[src/design/pli_pkg.sv]
package pli_pkg;

   localparam int DEPTH_DEFAULT = 64;

   localparam int CMD_W       = 3;
   localparam int VALUE_W     = 31;
   localparam int POS_W       = 7;
   localparam int COUNT_OUT_W = 7;
   localparam int STATUS_W    = 2;

   localparam int REQ_TDATA_W = 40;
   localparam int RSP_TDATA_W = 48;
   localparam int RSP_FIELD_W = VALUE_W + COUNT_OUT_W + 2 + STATUS_W;

   typedef enum logic [CMD_W-1:0] {
      CMD_INS_FIRST = 3'd0,
      CMD_INS_AT    = 3'd1,
      CMD_INS_LAST  = 3'd2,
      CMD_DEL_FIRST = 3'd3,
      CMD_DEL_AT    = 3'd4,
      CMD_DEL_LAST  = 3'd5
   } cmd_type;

   typedef enum logic [STATUS_W-1:0] {
      ST_OK        = 2'd0,
      ST_FULL      = 2'd1,
      ST_EMPTY     = 2'd2,
      ST_BAD_INDEX = 2'd3
   } status_type;

   typedef struct packed {
      logic load;
      logic remove;
   } update_type;

endpackage

[src/design/pli_ctrl.sv]
module pli_ctrl #(
   parameter int DEPTH = pli_pkg::DEPTH_DEFAULT,
   parameter int IDXW  = $clog2(DEPTH),
   parameter int CNTW  = $clog2(DEPTH + 1)
) (
   input  logic                      clock,
   input  logic                      reset,
   input  logic                      advance,
   input  pli_pkg::cmd_type          cmd,
   input  logic [pli_pkg::POS_W-1:0] position,
   output pli_pkg::update_type       upd,
   output logic [IDXW-1:0]           at_idx,
   output pli_pkg::status_type       status,
   output logic [CNTW-1:0]           count_next
);

   localparam int CMPW = (CNTW > pli_pkg::POS_W) ? CNTW : pli_pkg::POS_W;

   logic [CNTW-1:0] fill_count_ff;
   logic [CNTW-1:0] fill_count_in;
   logic [CMPW-1:0] cnt_ext;
   logic [CMPW-1:0] pos_ext;
   logic [CMPW-1:0] at_cmp;
   logic            is_full;
   logic            is_empty;

   assign cnt_ext  = CMPW'(fill_count_ff);
   assign pos_ext  = CMPW'(position);
   assign is_full  = (fill_count_ff == CNTW'(DEPTH));
   assign is_empty = (fill_count_ff == '0);

   always_comb begin
      upd    = '0;
      status = pli_pkg::ST_OK;
      at_cmp = '0;
      unique case (cmd) inside
         pli_pkg::CMD_INS_FIRST, pli_pkg::CMD_INS_AT, pli_pkg::CMD_INS_LAST: begin
            if (cmd == pli_pkg::CMD_INS_LAST) begin
               at_cmp = cnt_ext;
            end else if (cmd == pli_pkg::CMD_INS_AT) begin
               at_cmp = pos_ext;
            end
            if (is_full) begin
               status = pli_pkg::ST_FULL;
            end else if (at_cmp > cnt_ext) begin
               status = pli_pkg::ST_BAD_INDEX;
            end else begin
               upd.load = 1'b1;
            end
         end
         pli_pkg::CMD_DEL_FIRST, pli_pkg::CMD_DEL_AT, pli_pkg::CMD_DEL_LAST: begin
            if (cmd == pli_pkg::CMD_DEL_LAST) begin
               at_cmp = cnt_ext - CMPW'(1);
            end else if (cmd == pli_pkg::CMD_DEL_AT) begin
               at_cmp = pos_ext;
            end
            if (is_empty) begin
               status = pli_pkg::ST_EMPTY;
            end else if (at_cmp >= cnt_ext) begin
               status = pli_pkg::ST_BAD_INDEX;
            end else begin
               upd.remove = 1'b1;
            end
         end
         default: begin
            upd = '0;
         end
      endcase
   end

   assign at_idx = at_cmp[IDXW-1:0];

   always_comb begin
      if (upd.load) begin
         fill_count_in = fill_count_ff + CNTW'(1);
      end else if (upd.remove) begin
         fill_count_in = fill_count_ff - CNTW'(1);
      end else begin
         fill_count_in = fill_count_ff;
      end
   end

   assign count_next = fill_count_in;

   always_ff @(posedge clock) begin
      if (reset) begin
         fill_count_ff <= '0;
      end else if (advance) begin
         fill_count_ff <= fill_count_in;
      end
   end

endmodule

[config.mk]
export PLATFORM = sky130hd
export DESIGN_NAME = pli_ctrl
export DESIGN_NICKNAME = d
export VERILOG_FILES = /design/src/design/pli_pkg.sv /design/src/design/pli_ctrl.sv
export SDC_FILE = /design/constraint.sdc
export NUM_CORES = 1
export LEC_CHECK = 0
export BUFFER_PORTS_ARGS = -buffer_cell sky130_fd_sc_hd__buf_2
export CAP_MARGIN = 10
export CORE_UTILIZATION = 30
export DETAILED_ROUTE_END_ITERATION = 12
export GPL_ROUTABILITY_DRIVEN = 0
export PLACE_DENSITY = 0.45
export SYNTH_ARGS = -nofsm -noshare
export SYNTH_HDL_FRONTEND = slang
export SYNTH_SLANG_ARGS = --single-unit
[constraint.sdc]
create_clock -name clock -period 9.2 [get_ports clock]
set_clock_uncertainty 0.2 [all_clocks]
set_input_delay 0.92 -clock clock [delete_from_list [all_inputs] [get_ports clock]]
set_output_delay 0.92 -clock clock [all_outputs]
set_load 0.02 [all_outputs]
==> summary.md <==
| Metric | Value |
|---|---|
| Final Instance Area | 1550 um2 |
| Primary FF master, synth | dfxtp_1 |
| Share of cells above drive strength 1 | 25.1% |
| Power Density | 130 nW/um2 |
| Drt pass-1 iters | 4 |
| Crit-path max FO | 18 |
| ANT cells | 0 |
| Max capacitance violation total | 0 |
| Multi-input logic area | 1120 um2 |
| Total negative slack | 0 ns |
| Antenna viol nets, final | 0 |
| DIE HEIGHT | 70.3 um |
| Core ar. | 4410 um2 |
| CTS tree | yes |
| I/O pins | 30 |
| Postcts setup bufs | 0 |
| DRC errors left | 0 |
| Largest net degree at the start of global routing | 19 |
| Sequential element share of the synthesized area | 10.0% |
| Mapped Area | 1400 um2 |
| Largest family of logic cells by synthesized area | compound AO/OA/AOI/OAI gates |
| Post-synth ARST share | 0% |
| Vias in the first global route | 1,333 |
| Worst Path Required | 8.08 ns |
| Storage cell area | 140 um2 |
| Setup crit end kind | output pin |
| DR vias/cell | 5.42 |
| Pint | 110 uW |
| DP HPWL | 3.07 mm |
| Synthesis-to-layout area growth | 10.7% |
| Later-pin clock latency in the skew report | 0.23 ns |
| Minimum clock period | 5.22 ns |
| Final wirelength | 3.81 mm |
| Dpl cell area | 1510 um2 |
| Initial DRC count | 103 |
| Clock Tree Buf Depth | 2 |
| Post-synthesis xor/xnor area fraction | 5.62% |
| Initial antenna violation count | 0 |
| Number of flops mapped to enable cells by yosys | 0 |
| Fmax achieved | 0.192 GHz |
| Post-Synth Simple-Gate Area | 25.4% |
| Pins over their slew limit | 0 |
| Final net count | 230 |
| Synth Area in Adders | 15.2% |
| H-tree levels | 1 |
| Multiplexer share of the synthesized area | 4.64% |
| Rel. slew slack | 61.3% |
| Power share of the combinational group | 60.0% |
| Cell count after synthesis | 181 |
| Wire length of the first global-routing pass | 6.38 mm |
| Status | completed |
| CP startpoint kind | flop |
| Syn Nets | 211 |
| Crit path largest cell delay | 0.53 ns |
| Arrival time worst endpoint | 4.10 ns |
| Clock Power Share | 21.5% |
| Finish-stage setup viols | 0 |
| CTS buffer count | 3 |
| Rows | 24 |
| CTS Sinks | 7 |
| WS Path Type | reg -> out |
| Number of distinct library cells after synthesis | 47 |
| Flop pwr share | 18.5% |
| Worst-Margin Slew | 0.575 ns |
| Tot Pwr | 202 uW |
| Sw frac | 45.7% |
| Static leakage | 0.000701 uW |
| Peak VDD IR | 0.0787 mV |
| Chip width | 70.3 um |
| Routed WL per cell | 15.2 um |
| Fill cells | 471 |
| Total number of vias | 1,361 |
| Synth warn | 0 |
| Total routing usage reported by global routing | 15.8% |
| Grt total ovfl | 0 |
| Synth Area in Compound Gates | 29.3% |
| Sw Pwr | 92.1 uW |
| Synthesized area per cell | 7.74 um2 |
| Flops & latches, synth | 7 |
| Slowest-stage cell, CP | o211a_1 |
| Gates resized, CTS repair | 0 |
| CTS root buf | clkbuf_8 |
| Cts hold-fix bufs | 0 |
| RSZ-0062 raised after global routing | no |
| PortBufs | 29 |
| Initial core utilization | 31.7% |
| Hold/Removal Path Class | reg -> reg |
| Largest register FFs | 7 |
| Clk slew on worst S/H paths | 0.04 ns |
| Crit-path cells | inv_1 -> ha_1 -> nand2_1 -> nor3_1 -> xnor2_1 -> a211oi_1 -> ha_1 -> and3_4 -> a221o_1 -> a31oi_2 -> o211a_1 -> a22oi_1 -> xnor2_1 -> buf_2 |
| Final period utilization | 56.8% |
| Die ar. | 4950 um2 |
| Final hold violations | 0 |
==> stage by stage <==
stage	hold WS, ns	worst slack, ns	util [%]	instances
after floorplan	0.373	4.64	-	181
after global placement	0.438	3.96	34.1	247
after detailed placement	0.436	4.12	34.1	247
after CTS	0.441	4.02	35.1	251
after global routing	0.471	3.67	35.1	251
final	0.443	3.98	35.1	251
==> cells in the mapped netlist, types with 2 or more instances <==
cell type | number | area, um2
nor2_1 | 22 | 82.6
ha_1 | 17 | 213
a22oi_1 | 9 | 67.6
inv_1 | 9 | 33.8
xnor2_1 | 9 | 78.8
a211oi_1 | 7 | 52.6
a21oi_1 | 7 | 35.0
dfxtp_1 | 7 | 140
nand2_1 | 7 | 26.3
o21ai_0 | 7 | 35.0
or2_2 | 7 | 43.8
buf_2 | 6 | 30.0
nor3_1 | 5 | 25.0
and3_1 | 4 | 25.0
buf_6 | 4 | 45.0
clkbuf_1 | 4 | 15.0
nand2b_1 | 4 | 25.0
and2_1 | 3 | 18.8
nand3_1 | 3 | 15.0
nand4_1 | 3 | 18.8
nor2b_1 | 3 | 18.8
o21ai_1 | 3 | 15.0
a221o_1 | 2 | 20.0
a32oi_1 | 2 | 17.5
mux2_1 | 2 | 22.5
mux2_2 | 2 | 22.5
mux2i_1 | 2 | 20.0
o22ai_1 | 2 | 12.5
==> kinds of logic (layout without fill, tap and decap cells) <==
kind of cell | Yosys count | count (layout)
and+or+nand+nor | 66 | 66
AOI/OAI and AO/OA | 52 | 52
buffers and inverters | 24 | 42
adders and majority gates | 17 | 17
xor gates and xnor gates | 9 | 9
DFF | 7 | 7
muxes | 6 | 6
==> layout make-up <==
| cell class | count | share of cell area (%) |
|---|---|---|
| Timing Repair Buffer | 29 | 9.35 |
| Tap cell | 52 | 4.19 |
| Inverter | 9 | 2.18 |
| Multi-Input combinational cell | 150 | 72.3 |
| Clock buffer | 4 | 2.90 |
| Sequential cell | 7 | 9.03 |
==> critical path, delay by kind of cell (launching register included) <==
| family | cells | cell delay [ns] |
|---|---|---|
| AOI/OAI and AO/OA | 5 | 1.56 |
| adders and majority gates | 2 | 0.61 |
| DFF | 1 | 0.52 |
| and+or+nand+nor | 3 | 0.44 |
| buffers and inverters | 2 | 0.37 |
| xor gates and xnor gates | 2 | 0.37 |
==> layout by cell type, fill, tap and decap left out, types with 3 or more instances in the layout <==
master / count
a211oi_1: 7
a21oi_1: 7
a22oi_1: 9
and2_1: 3
and3_1: 4
buf_2: 29
clkbuf_8: 3
dfxtp_1: 7
ha_1: 17
inv_1: 9
nand2_1: 7
nand2b_1: 4
nand3_1: 3
nand4_1: 3
nor2_1: 22
nor2b_1: 3
nor3_1: 5
o21ai_0: 7
o21ai_1: 3
or2_2: 7
xnor2_1: 9
==> metal layers <==
metal	track usage, %	vias up	routed length (um)
met3	1.59	2	174
met2	25.6	42	1790
li1	-	697	-
met5	0	-	0
met1	21.5	620	1830
met4	5.56	0	21
==> path summary, 6_finish.rpt <==
path	startpoint	to	slack (ns)	cells past startpoint
setup / recovery	cnt_ext[0]$_SDFFE_PP0P_	count_next[3]	3.98	14
hold reg to reg	cnt_ext[1]$_SDFFE_PP0P_	cnt_ext[1]$_SDFFE_PP0P_	0.44	3
setup reg to reg	cnt_ext[0]$_SDFFE_PP0P_	cnt_ext[4]$_SDFFE_PP0P_	5.06	13
hold / removal	cnt_ext[1]$_SDFFE_PP0P_	cnt_ext[1]$_SDFFE_PP0P_	0.44	3
==> power groups by stage <==
stage,sequential [uW],combinational (uW),clock [uW]
2_1_floorplan,35.1,96.9,0
3_3_place_gp,37.6,121,0
3_5_place_dp,37.8,120,0
4_1_cts,37.3,121,45.6
5_1_grt,37.9,133,47.0
6_report,37.4,121,43.4
(Power assumes the default switching activity.)
